`src/hdl/dqbs_pkg.sv`:
```
// ----------------------------------------------------------------------------
// dqbs_pkg: shared types for the deque with bag search
// operation and status codes, datapath micro-commands and status
// ----------------------------------------------------------------------------
package dqbs_pkg;

    localparam int OP_W        = 3;
    localparam int FIELD_W     = 32;
    localparam int COUNT_OUT_W = 5;
    localparam int OUT_PAD_W   = 7;
    localparam int OUT_DATA_W  = 2 * FIELD_W + COUNT_OUT_W + 4 + OUT_PAD_W;

    // request operation codes; codes six and seven do nothing
    typedef enum logic [OP_W-1:0] {
        OP_PUSH_FRONT = 3'd0,
        OP_PUSH_BACK  = 3'd1,
        OP_POP_FRONT  = 3'd2,
        OP_POP_BACK   = 3'd3,
        OP_CONTAINS   = 3'd4,
        OP_REMOVE     = 3'd5
    } deq_op_t;

    typedef enum logic [1:0] {
        ST_OK    = 2'd0,
        ST_EMPTY = 2'd1,
        ST_FULL  = 2'd2
    } status_t;

    typedef enum logic [3:0] {
        DP_NOP,
        DP_LOAD,
        DP_PUSH_FRONT,
        DP_PUSH_BACK,
        DP_POP_FRONT,
        DP_POP_BACK,
        DP_FLAG_FULL,
        DP_FLAG_EMPTY,
        DP_SCAN_START,
        DP_SCAN_NEXT,
        DP_MATCH,
        DP_SHIFT_START,
        DP_SHIFT_STEP,
        DP_SHRINK,
        DP_READ_FRONT,
        DP_READ_BACK
    } dp_op_t;

    typedef struct packed {
        dp_op_t op;
        logic   out_load;
    } dp_cmd_t;

    typedef struct packed {
        logic [OP_W-1:0] op;
        logic            full;
        logic            empty;
        logic            match;
        logic            last_pos;
        logic            shift_more;
    } dp_stat_t;

endpackage

```
`src/hdl/dqbs_ctrl.sv`:
```
// ----------------------------------------------------------------------------
// dqbs_ctrl: sequencer for the deque with bag search
// walks each request through execute, scan, shift and read-out steps
// ----------------------------------------------------------------------------
module dqbs_ctrl
    import dqbs_pkg::*;
(
    input  logic     aclk,
    input  logic     aresetn,
    input  logic     s_tvalid,
    output logic     s_tready,
    output logic     m_tvalid,
    input  logic     m_tready,
    output dp_cmd_t  cmd,
    input  dp_stat_t stat
);

    typedef enum logic [2:0] {
        S_IDLE,
        S_EXEC,
        S_SCAN,
        S_SHIFT,
        S_READ_F,
        S_READ_B,
        S_FIN
    } state_t;

    state_t state_reg, state_next;
    logic   in_ready_reg, in_ready_next;
    logic   out_valid_reg, out_valid_next;

    assign s_tready = in_ready_reg;
    assign m_tvalid = out_valid_reg;

    always_comb begin
        state_next     = state_reg;
        in_ready_next  = in_ready_reg;
        out_valid_next = out_valid_reg;
        cmd.op         = DP_NOP;
        cmd.out_load   = 1'b0;
        if (out_valid_reg && m_tready) begin
            out_valid_next = 1'b0;
        end
        case (state_reg)
            S_IDLE: begin
                if (s_tvalid && in_ready_reg) begin
                    cmd.op        = DP_LOAD;
                    in_ready_next = 1'b0;
                    state_next    = S_EXEC;
                end
            end
            S_EXEC: begin
                state_next = S_READ_F;
                case (deq_op_t'(stat.op))
                    OP_PUSH_FRONT: cmd.op = stat.full ? DP_FLAG_FULL : DP_PUSH_FRONT;
                    OP_PUSH_BACK:  cmd.op = stat.full ? DP_FLAG_FULL : DP_PUSH_BACK;
                    OP_POP_FRONT:  cmd.op = stat.empty ? DP_FLAG_EMPTY : DP_POP_FRONT;
                    OP_POP_BACK:   cmd.op = stat.empty ? DP_FLAG_EMPTY : DP_POP_BACK;
                    OP_CONTAINS, OP_REMOVE: begin
                        if (!stat.empty) begin
                            cmd.op     = DP_SCAN_START;
                            state_next = S_SCAN;
                        end
                    end
                    default: cmd.op = DP_NOP;
                endcase
            end
            S_SCAN: begin
                if (stat.match) begin
                    if (deq_op_t'(stat.op) == OP_CONTAINS) begin
                        cmd.op     = DP_MATCH;
                        state_next = S_READ_F;
                    end else if (stat.last_pos) begin
                        cmd.op     = DP_SHRINK;
                        state_next = S_READ_F;
                    end else begin
                        cmd.op     = DP_SHIFT_START;
                        state_next = S_SHIFT;
                    end
                end else if (stat.last_pos) begin
                    state_next = S_READ_F;
                end else begin
                    cmd.op = DP_SCAN_NEXT;
                end
            end
            S_SHIFT: begin
                cmd.op = DP_SHIFT_STEP;
                if (!stat.shift_more) begin
                    state_next = S_READ_F;
                end
            end
            S_READ_F: begin
                cmd.op     = DP_READ_FRONT;
                state_next = S_READ_B;
            end
            S_READ_B: begin
                cmd.op     = DP_READ_BACK;
                state_next = S_FIN;
            end
            S_FIN: begin
                if (!out_valid_reg || m_tready) begin
                    cmd.out_load   = 1'b1;
                    out_valid_next = 1'b1;
                    in_ready_next  = 1'b1;
                    state_next     = S_IDLE;
                end
            end
            default: state_next = S_IDLE;
        endcase
    end

    always_ff @(posedge aclk) begin
        if (!aresetn) begin
            state_reg     <= S_IDLE;
            in_ready_reg  <= 1'b1;
            out_valid_reg <= 1'b0;
        end else begin
            state_reg     <= state_next;
            in_ready_reg  <= in_ready_next;
            out_valid_reg <= out_valid_next;
        end
    end

    a_ready_only_idle: assert property (@(posedge aclk) disable iff (!aresetn)
        in_ready_reg |-> (state_reg == S_IDLE))
        else $error("ready raised outside idle");

    a_accept_to_exec: assert property (@(posedge aclk) disable iff (!aresetn)
        (s_tvalid && in_ready_reg) |=> (state_reg == S_EXEC))
        else $error("accepted request did not start execution");

    a_no_overwrite: assert property (@(posedge aclk) disable iff (!aresetn)
        cmd.out_load |-> (!out_valid_reg || m_tready))
        else $error("result register overwritten while held");

endmodule

```
`src/hdl/dqbs_datapath.sv`:
```
// ----------------------------------------------------------------------------
// dqbs_datapath: storage and pointers for the deque with bag search
// circular entry memory, head and count, scan position, result register
// ----------------------------------------------------------------------------
module dqbs_datapath
    import dqbs_pkg::*;
#(
    parameter int DEPTH       = 16,
    parameter int VALUE_WIDTH = 32
) (
    input  logic                  aclk,
    input  logic                  aresetn,
    input  dp_cmd_t               cmd,
    output dp_stat_t              stat,
    input  logic [OP_W-1:0]       in_op,
    input  logic [FIELD_W-1:0]    in_value,
    output logic [OUT_DATA_W-1:0] out_data
);

    localparam int AW = $clog2(DEPTH);
    localparam int CW = $clog2(DEPTH + 1);
    localparam int SW = (VALUE_WIDTH < FIELD_W) ? VALUE_WIDTH : FIELD_W;
    localparam logic [CW-1:0] DEPTH_C  = CW'(DEPTH);
    localparam logic [AW:0]   DEPTH_W  = (AW + 1)'(DEPTH);
    localparam logic [AW-1:0] LAST_IDX = AW'(DEPTH - 1);

    logic [SW-1:0]         mem [DEPTH];
    logic [SW-1:0]         rd_data_reg;
    logic [AW-1:0]         head_reg;
    logic [CW-1:0]         count_reg;
    logic [CW-1:0]         pos_reg;
    logic [OP_W-1:0]       op_reg;
    logic [SW-1:0]         val_reg;
    logic                  found_reg;
    status_t               status_reg;
    logic [FIELD_W-1:0]    front_reg;
    logic [OUT_DATA_W-1:0] out_reg;

    logic [AW-1:0] head_dec, head_inc;
    logic [CW-1:0] pos_p1, pos_p2, count_m1;
    logic          wr_en, rd_en;
    logic [AW-1:0] waddr, raddr;
    logic [SW-1:0] wdata;
    logic          is_empty;
    logic [FIELD_W-1:0] rd_field;

    // head plus offset, wrapped once into the store
    function automatic logic [AW-1:0] slot_of(input logic [AW-1:0] head,
                                              input logic [AW-1:0] off);
        logic [AW:0] sum;
        sum = {1'b0, head} + {1'b0, off};
        if (sum >= DEPTH_W) begin
            sum = sum - DEPTH_W;
        end
        return sum[AW-1:0];
    endfunction

    assign head_dec = (head_reg == '0) ? LAST_IDX : head_reg - 1'b1;
    assign head_inc = (head_reg == LAST_IDX) ? '0 : head_reg + 1'b1;
    assign pos_p1   = pos_reg + 1'b1;
    assign pos_p2   = pos_reg + 2'd2;
    assign count_m1 = count_reg - 1'b1;
    assign is_empty = (count_reg == '0);
    assign rd_field = FIELD_W'(rd_data_reg);

    assign stat.op         = op_reg;
    assign stat.full       = (count_reg == DEPTH_C);
    assign stat.empty      = is_empty;
    assign stat.match      = (rd_data_reg == val_reg);
    assign stat.last_pos   = (pos_p1 == count_reg);
    assign stat.shift_more = (pos_p2 < count_reg);

    always_comb begin
        wr_en = 1'b0;
        waddr = slot_of(head_reg, AW'(count_reg));
        wdata = val_reg;
        rd_en = 1'b0;
        raddr = slot_of(head_reg, '0);
        case (cmd.op)
            DP_PUSH_FRONT: begin
                wr_en = 1'b1;
                waddr = head_dec;
            end
            DP_PUSH_BACK: begin
                wr_en = 1'b1;
            end
            DP_SCAN_START, DP_READ_FRONT: begin
                rd_en = 1'b1;
            end
            DP_SCAN_NEXT, DP_SHIFT_START: begin
                rd_en = 1'b1;
                raddr = slot_of(head_reg, AW'(pos_p1));
            end
            DP_SHIFT_STEP: begin
                // move the entry behind the gap forward by one
                wr_en = 1'b1;
                waddr = slot_of(head_reg, AW'(pos_reg));
                wdata = rd_data_reg;
                rd_en = stat.shift_more;
                raddr = slot_of(head_reg, AW'(pos_p2));
            end
            DP_READ_BACK: begin
                rd_en = !is_empty;
                raddr = slot_of(head_reg, AW'(count_m1));
            end
            default: begin
                wr_en = 1'b0;
            end
        endcase
    end

    always_ff @(posedge aclk) begin
        if (wr_en) begin
            mem[waddr] <= wdata;
        end
        if (rd_en) begin
            rd_data_reg <= mem[raddr];
        end
    end

    always_ff @(posedge aclk) begin
        if (!aresetn) begin
            head_reg  <= '0;
            count_reg <= '0;
        end else begin
            case (cmd.op)
                DP_PUSH_FRONT: begin
                    head_reg  <= head_dec;
                    count_reg <= count_reg + 1'b1;
                end
                DP_PUSH_BACK:  count_reg <= count_reg + 1'b1;
                DP_POP_FRONT: begin
                    head_reg  <= head_inc;
                    count_reg <= count_m1;
                end
                DP_POP_BACK:   count_reg <= count_m1;
                DP_SHRINK:     count_reg <= count_m1;
                DP_SHIFT_STEP: begin
                    if (!stat.shift_more) begin
                        count_reg <= count_m1;
                    end
                end
                default: count_reg <= count_reg;
            endcase
        end
    end

    always_ff @(posedge aclk) begin
        case (cmd.op)
            DP_LOAD: begin
                op_reg     <= in_op;
                val_reg    <= SW'(in_value);
                found_reg  <= 1'b0;
                status_reg <= ST_OK;
            end
            DP_FLAG_FULL:   status_reg <= ST_FULL;
            DP_FLAG_EMPTY:  status_reg <= ST_EMPTY;
            DP_SCAN_START:  pos_reg <= '0;
            DP_SCAN_NEXT:   pos_reg <= pos_p1;
            DP_MATCH:       found_reg <= 1'b1;
            DP_SHIFT_START: found_reg <= 1'b1;
            DP_SHRINK:      found_reg <= 1'b1;
            DP_SHIFT_STEP:  pos_reg <= pos_p1;
            DP_READ_BACK:   front_reg <= is_empty ? '0 : rd_field;
            default:        pos_reg <= pos_reg;
        endcase
        if (cmd.out_load) begin
            out_reg <= {{OUT_PAD_W{1'b0}}, status_reg, found_reg, is_empty,
                        COUNT_OUT_W'(count_reg),
                        (is_empty ? {FIELD_W{1'b0}} : rd_field), front_reg};
        end
    end

    assign out_data = out_reg;

    a_count_bound: assert property (@(posedge aclk) disable iff (!aresetn)
        count_reg <= DEPTH_C)
        else $error("entry count above depth");

    a_head_bound: assert property (@(posedge aclk) disable iff (!aresetn)
        {1'b0, head_reg} < DEPTH_W)
        else $error("head index outside store");

    a_scan_in_range: assert property (@(posedge aclk) disable iff (!aresetn)
        (cmd.op == DP_SCAN_NEXT || cmd.op == DP_SHIFT_START) |-> (pos_p1 < count_reg))
        else $error("scan position beyond stored entries");

endmodule

```
`src/hdl/deque_with_bag_search.sv`:
```
// ----------------------------------------------------------------------------
// deque_with_bag_search: bounded double-ended queue with bag search
// push/pop at either end, membership test and remove-first-match
// ----------------------------------------------------------------------------
// sequence: push, pop, contains on empty and no-op codes are executed, then
//   the front and back entries are read and the result loaded; contains
//   also scans the entries one at a time and remove scans and then shifts
//   them, the scanned plus shifted entries never exceeding the stored count,
//   as the single memory read port serves one entry per step
// throughput: one request at a time; the next one can be taken while the
//   previous result still waits in the output register
// reset: synchronous active low; empties the queue, the entry memory is not
//   cleared since unused entries never reach the result
module deque_with_bag_search
    import dqbs_pkg::*;
#(
    parameter int DEPTH       = 16,
    parameter int VALUE_WIDTH = 32
) (
    input  logic                  aclk,
    input  logic                  aresetn,
    // request channel
    input  logic                  s_tvalid,
    output logic                  s_tready,
    input  logic [FIELD_W-1:0]    s_tdata,   // [31:0] item_value
    input  logic [OP_W-1:0]       s_tuser,   // [2:0] op
    // result channel
    output logic                  m_tvalid,
    input  logic                  m_tready,
    // [31:0] front_value, [63:32] back_value, [68:64] entry_count,
    // [69] is_empty, [70] found, [72:71] status, [79:73] zero
    output logic [OUT_DATA_W-1:0] m_tdata
);

    // command and status between sequencer and datapath
    dp_cmd_t  cmd;
    dp_stat_t stat;

    // sequencer: accepts a request, steps through execute, scan and shift,
    // then reads front and back entries and loads the result register
    dqbs_ctrl u_ctrl (
        .aclk     (aclk),
        .aresetn  (aresetn),
        .s_tvalid (s_tvalid),
        .s_tready (s_tready),
        .m_tvalid (m_tvalid),
        .m_tready (m_tready),
        .cmd      (cmd),
        .stat     (stat)
    );

    // datapath: circular entry memory with one write and one registered
    // read port, head and count pointers, scan position and result register
    dqbs_datapath #(
        .DEPTH       (DEPTH),
        .VALUE_WIDTH (VALUE_WIDTH)
    ) u_datapath (
        .aclk     (aclk),
        .aresetn  (aresetn),
        .cmd      (cmd),
        .stat     (stat),
        .in_op    (s_tuser),
        .in_value (s_tdata),
        .out_data (m_tdata)
    );

endmodule
```
`config.mk`:
```
export PLATFORM = sky130hd
export DESIGN_NAME = deque_with_bag_search
export DESIGN_NICKNAME = d
export VERILOG_FILES = /design/src/hdl/dqbs_pkg.sv /design/src/hdl/dqbs_ctrl.sv /design/src/hdl/dqbs_datapath.sv /design/src/hdl/deque_with_bag_search.sv
export SDC_FILE = /design/constraint.sdc
export NUM_CORES = 1
export LEC_CHECK = 0
export BUFFER_PORTS_ARGS = -buffer_cell sky130_fd_sc_hd__buf_2
export CORE_ASPECT_RATIO = 0.8
export CORE_MARGIN = 2
export CORE_UTILIZATION = 45
export CTS_CLUSTER_DIAMETER = 50
export DETAILED_ROUTE_END_ITERATION = 7
export GPL_ROUTABILITY_DRIVEN = 0
export PLACE_DENSITY = 0.71
export SLEW_MARGIN = 15
export SYNTH_ARGS = -nofsm -noshare
export SYNTH_HDL_FRONTEND = slang
export SYNTH_SLANG_ARGS = --single-unit
export TNS_END_PERCENT = 50
```
`constraint.sdc`:
```
create_clock -name aclk -period 7.85 [get_ports aclk]
set_input_delay 1.57 -clock aclk [delete_from_list [all_inputs] [get_ports aclk]]
set_output_delay 1.57 -clock aclk [all_outputs]
set_load 0.1 [all_outputs]
```
**After elaboration in Yosys (flattened, before gate mapping)**

Memories as Yosys holds them, arrays and structs flattened. A register that Yosys moved wholly into a read port is not among the register bits.
Cells that the tools add are included.

- Register bits after elaboration: 162
- Bits in latches: 0
- Bits in writable memories: 512
- Memory bits (read-only): 0
- Input bits: 39
- Output and inout bits: 82
- Logic and storage cells: 150
- Memories kept: 1

Memories:

| memory | depth | width | read ports | clocked after Yosys merged registers in | write ports | RTL line | text |
|---|---|---|---|---|---|---|---|
| u_datapath.mem | 16 | 32 | 1 | 1 | 1 | dqbs_datapath.sv:27 | `logic [SW-1:0] mem [DEPTH];` |

- Add/subtract/negate cells: 17
- Multipliers: 0
- Div/mod/pow operators: 0
- $lt $le $gt $ge: 7
- Equal/unequal tests: 35
- Shift operators: 0
- Muxes and demuxes: 52
- Bitwise operators: 0
- Reduce and logical (&&, ||, !) cells: 26

Operator list:

| cell | number |
|---|---|
| 32-bit two-way mux | 2 |
| 4-bit two-way mux | 12 |
| 4-bit equality test, second input constant | 9 |
| 3-bit two-way mux | 12 |
| 32-bit equality test | 1 |
| 4-bit by 1-bit subtractor with 4-bit output, second input constant | 7 |
| 4-bit by 4-bit adder with 5-bit output | 5 |
| 5-bit greater-or-equal comparator, second input constant | 5 |
| 4-bit case mux with 6 select lines | 1 |
| 3-bit case mux with 7 select lines | 1 |
| 4-bit case mux with 5 select lines | 1 |
| 4-bit by 3-bit equality test with 1-bit output, second input constant | 4 |
| 4-bit case mux with 2 select lines | 2 |
| 3-bit equality test, second input constant | 5 |
| 5-bit case mux with 3 select lines | 1 |
| 3-bit by 2-bit equality test with 1-bit output, second input constant | 4 |
| 4-bit case mux with 3 select lines | 1 |
| 1-bit two-way mux | 11 |
| 5-bit by 1-bit adder with 5-bit output, second input constant | 2 |
| 5-bit case mux with 2 select lines | 1 |
| 3-bit OR reduction | 3 |
| 4-bit by 2-bit equality test with 1-bit output, second input constant | 2 |
| 2-bit nonzero test | 4 |
| 2-bit OR reduction | 4 |
| other kinds (28) | 37 |

**Depth between registers and ports, before layout**

- Depth after elaboration: 11
- Gate-level depth with buffers: 18
- Gate-level depth less buffers: 13

**By module**

Synthesis repeated with hierarchy kept, for this count alone.

- Cell total of the unflattened synthesis: 2,237
- Area, all modules: 31,900.6 um2

By module, submodules not included:

| module | instances | cells each | area an instance (um2) |
|---|---|---|---|
| dqbs_datapath | 1 | 2,169 | 31,421.4 |
| dqbs_ctrl | 1 | 68 | 479.2 |

**Worst setup path after synthesis**

OpenSTA, ideal clock, no wires.

- Path type: input -> register
- From: input m_tready
- To: register u_datapath.out_reg[0], in the netlist u_datapath.out_data[0] (enable)
- Library setup time: 0.595 ns
- Data arrival time: 6.614 ns
- Required time: 7.255 ns
- Setup slack: 0.641 ns
- Stages: 2
- Path buffers: 0
- Cells stage by stage: nor2b_1 nor3_1

RTL lines:

| what | RTL line | text |
|---|---|---|
| start, declared | deque_with_bag_search.sv:29 | `input logic m_tready,` |
| end signal, assigned | dqbs_datapath.sv:168 | `out_reg <= {{OUT_PAD_W{1'b0}}, status_reg, found_reg, is_empty,` |
| end, declared | dqbs_datapath.sv:37 | `logic [OUT_DATA_W-1:0] out_reg;` |

**Worst setup path in the final report**

- From: register u_ctrl.state_reg[1]
- To: register u_datapath.rd_data_reg[0], read port of u_datapath.mem (data pin)

- Cells in the longest elaborated chain, start to end: 5
- Elaborated cells on any way between the ends: 17
- Those cells by class: eq/ne: 11; mux: 3; reduce/logical: 3

RTL lines:

| what | RTL line | text |
|---|---|---|
| start, declared | dqbs_ctrl.sv:28 | `state_t state_reg, state_next;` |
| start signal, assigned | dqbs_ctrl.sv:118 | `state_reg <= state_next;` |
| 3-bit equality test (tied with other cells) | dqbs_ctrl.sv:44 | `case (state_reg)` |
| 4-bit case mux with 6 select lines (*) | dqbs_ctrl.sv:44 |  |
| 4-bit equality test | dqbs_datapath.sv:79 | `case (cmd.op)` |
| 4-bit OR reduction (no source line) / 2-bit OR reduction (equally long branches) | -- |  |
| 1-bit case mux with 3 select lines / 4-bit case mux with 3 select lines (equally long branches) | dqbs_datapath.sv:79 |  |
| end, declared | dqbs_datapath.sv:28 | `logic [SW-1:0] rd_data_reg;` |

Mark *: on every way between the ends. The rest lies on a longest branch, timed or not.
A chain may end at the register's enable or synchronous reset.

==> run_results.csv <==
group,metric,value,unit
run,drv_cap,0,
power_and_ir_drop,seqPwrFrac,40.0,%
logic_synthesis,synth-seq-cells,706,
hold_path,whs_endpoint,"u_datapath.out_data[12]",
floorplanning,die_h,235,µm
timing,min_period,5.94,ns
clock_network,clockBufferDepth,3,
logic_synthesis,synth_enable_flop_cells,692,
finish,diodes,0,
worst_setup_path,crit_type,"register to register",
global_routing,grt_max_degree,186,
logic_synthesis,synth_xor_area_share,1.65,%
timing,rsz0062_at_grt,"no",
power_and_ir_drop,leakagePower,11.9,nW
global_routing,antenna_found_initial,1,
placed_design,placed_area,31400,µm²
logic_synthesis,synth_compound_area_share,10.7,%
floorplanning,die_x,292,µm
power_and_ir_drop,peakVddDrop,0.345,mV
placed_design,hpwl,42400,µm
clock_network,post-cts-setup-buffers,0,
power_and_ir_drop,power_switching,4.75,mW
worst_setup_path,worstPathMaxFanout,61,
clock_network,worstSkewPairLatency,0.62,ns
detailed_routing,vias_per_cell,6.16,
worst_setup_path,r2r_slack,1.91,ns
timing,skew,0.0217,ns
logic_synthesis,synth_cells,2114,
worst_setup_path,reg2reg_from,"u_ctrl.state_reg[1]",
logic_synthesis,synth_fa_ha_area_share,0.969,%
global_routing,grt_overflow,0,
finish,fin_util,51.4,%
clock_network,clk_pin_slew_worst_paths,0.06,ns
hold_path,whs_path_depth,0,
worst_setup_path,crit_start,"u_ctrl.state_reg[1]",
logic_synthesis,yosysSeqAreaShare,70.3,%
clock_network,cts-buffers-inserted,75,
floorplanning,die_area,68600,µm²
worst_setup_path,rr_worst_depth,14,
logic_synthesis,ys_warn_count,0,
power_and_ir_drop,power.density,383,nW/µm²
global_routing,grt_pass1_vias,18384,
floorplanning,initial_core_util,45.5,%
detailed_routing,antenna_left,0,
timing,min_period_over_period,75.7,%
detailed_routing,avgRoutedWirePerCell,24.8,µm
finish,final_cell_area,33800,µm²
hold_path,hold_path_class,"register to register",
clock_network,cts_resized,0,
floorplanning,num_rows,84,
power_and_ir_drop,comb_power_share,33.0,%
worst_setup_path,cp-start-kind,"register",
timing,finalSetupTns,0,ns
finish,drive_gt1_share,13.9,%
finish,area_delta_synth_final,12.9,%
power_and_ir_drop,sw_frac_of_total,36.7,%
power_and_ir_drop,p_int,8.19,mW
finish,finalNetCount,2234,
worst_setup_path,r2r_end,"u_datapath.rd_data_reg[0]",
timing,report.final.hold_viol_count,0,
floorplanning,ios,121,
power_and_ir_drop,power_frac_clock,27.0,%
floorplanning,core-area,65800,µm²
run_status,status,"finished, final reports clean",
clock_network,hold_buffers,0,
clock_network,cts.sinks,706,
detailed_routing,drtPass1Iterations,6,
worst_setup_path,worstSetupEndpointType,"register",
global_routing,grt_usage,22.0,%
detailed_routing,drtIter0Drc,2455,
global_routing,grt_pass1_wl,115000,µm
worst_setup_path,worstPathRequired,8.17,ns
logic_synthesis,syn_area_per_cell,14.2,µm²
timing,max_slew.worst_pin.slew,1.26,ns
finish,largest_reg_flops,512,
placed_design,numPortBuffers,113,
timing,fmax,168,MHz
timing,maxSlewHeadroom,15.4,%
logic_synthesis,ys.flop_type,"edfxtp_1",
logic_synthesis,yosysUniqueCellTypes,80,
detailed_routing,via_count,19045,
logic_synthesis,async_flop_share,0,%
timing,maxSlewViolCount,0,
worst_setup_path,arrival,6.26,ns
clock_network,clock-root-buffer,"clkbuf_16",
finish,top_register,"u_datapath.mem",
timing,setup_violations,0,
detailed_routing,drc,0,
logic_synthesis,netlist_area,29900,µm²
logic_synthesis,synth_mux_area_share,1.26,%
logic_synthesis,synth_top_family_by_area,"simple AND/OR/NAND/NOR gates",
clock_network,htreeDepth,3,
clock_network,tritoncts,"done",
power_and_ir_drop,p_total,12.9,mW
logic_synthesis,synthSimpleGateAreaFrac,12.0,%
detailed_routing,wirelength,76600,µm
hold_path,min_from,"u_datapath.front_reg[12]",
cell families (layout without fill, tap and decap cells):
family,Yosys count,after routing
compound gates,445,445
xor+xnor,55,55
fa+ha+maj,22,22
buf+inv,203,316
flops,706,706
mux,37,37
other cells,1,7
simple gates,645,645
layout by cell type (no fill, tap or decap), drive strengths merged, types with 20 or more instances in the layout:
cell type / netlist / final
a21oi: 117 / 117
and3: 197 / 197
buf: 71 / 156
clkbuf: 109 / 98
clkinv: 1 / 23
edfxtp: 692 / 692
ha: 20 / 20
inv: 22 / 30
mux2i: 35 / 35
nand2: 123 / 123
nand3: 76 / 76
nand4: 108 / 108
nor2: 50 / 50
nor2b: 39 / 39
o2111ai: 31 / 31
o211a: 32 / 32
o211ai: 97 / 97
o21ai: 23 / 23
o31ai: 97 / 97
xnor2: 43 / 43
worst max-delay path: stages (launching register included):
cell	delay [ns]
dfxtp_1	0.66
nand3b_1	0.97
nand2_1	0.35
o221ai_1	0.17
ha_1	0.22
inv_1	0.08
fa_1	0.46
inv_2	0.60
nand3_4	0.24
nand3_4	0.16
buf_4	0.48
buf_4	0.65
mux2i_1	0.28
o211a_1	0.15
o2111ai_1	0.10
routing by layer:
metal | global-route usage, % | vias to the layer above | wire, µm
met5 | 0 | - | 0
met3 | 4.53 | 157 | 8090
met4 | 7.83 | 0 | 2240
li1 | - | 8416 | -
met2 | 33.3 | 1096 | 34500
met1 | 31.7 | 9376 | 31800
worst max path at each step:
stage	end	slack [ns]	depth (start not counted)
floorplan	u_datapath.out_data[0]	0.64	2
global placement	u_datapath.rd_data_reg[28]	2.22	14
detailed placement	u_datapath.rd_data_reg[25]	2.05	14
CTS	u_datapath.rd_data_reg[25]	2.02	14
global route	u_datapath.rd_data_reg[31]	1.52	14
finish	u_datapath.rd_data_reg[0]	1.91	14
power by group through the flow:
stage	Clock, mW	Sequential, mW	Combinational (mW)
6_report	3.49	5.18	4.27
5_1_grt	3.67	5.19	4.62
4_1_cts	3.53	5.15	4.21
3_5_place_dp	0	5.23	4.19
3_3_place_gp	0	5.22	4.09
2_1_floorplan	0	5.07	3.02
stage by stage:
stage | hold slack (ns) | setup slack, ns | instances
6_report | 0.416 | 1.91 | 3093
5_1_grt | 0.418 | 1.52 | 3093
4_1_cts | 0.417 | 2.02 | 3093
3_5_place_dp | 0.405 | 2.05 | 2956
3_3_place_gp | 0.400 | 2.22 | 2956
2_1_floorplan | 0.400 | 0.641 | 2120
layout make-up:
cell class              instances  area (µm²)
clock buffers                  98        2100
clock inverters                39         348
fillers                      5286       32000
inverters                      23        86.3
multi-input cells            1211        8220
flip-flops and latches        706       21100
well taps                     860        1080
repair buffers                156         913
synth_stat cells, types with 4 or more instances:
| cell | count | area share [%] |
|---|---|---|
| a211oi_1 | 6 | 0.15 |
| a21o_1 | 4 | 0.10 |
| a21oi_1 | 116 | 1.9 |
| a31oi_1 | 6 | 0.13 |
| and2_1 | 6 | 0.13 |
| and3_1 | 197 | 4.1 |
| buf_1 | 5 | 0.063 |
| buf_2 | 48 | 0.80 |
| buf_4 | 13 | 0.33 |
| buf_6 | 5 | 0.19 |
| clkbuf_1 | 108 | 1.4 |
| dfxtp_1 | 14 | 0.94 |
| edfxtp_1 | 692 | 69 |
| ha_1 | 20 | 0.84 |
| inv_1 | 21 | 0.26 |
| mux2i_1 | 35 | 1.2 |
| nand2_1 | 123 | 1.5 |
| nand2b_1 | 5 | 0.10 |
| nand3_1 | 74 | 1.2 |
| nand3b_1 | 4 | 0.10 |
| nand4_1 | 107 | 2.2 |
| nor2_1 | 50 | 0.63 |
| nor2b_1 | 39 | 0.81 |
| nor3_1 | 16 | 0.27 |
| o2111ai_1 | 31 | 0.91 |
| o211a_1 | 32 | 1.1 |
| o211ai_1 | 96 | 2.4 |
| o21a_1 | 5 | 0.13 |
| o21ai_0 | 18 | 0.30 |
| o31ai_1 | 97 | 2.4 |
| or3_1 | 4 | 0.084 |
| xnor2_1 | 43 | 1.3 |
| xor2_1 | 11 | 0.32 |
No activity file was read; power rests on OpenSTA's default activity.
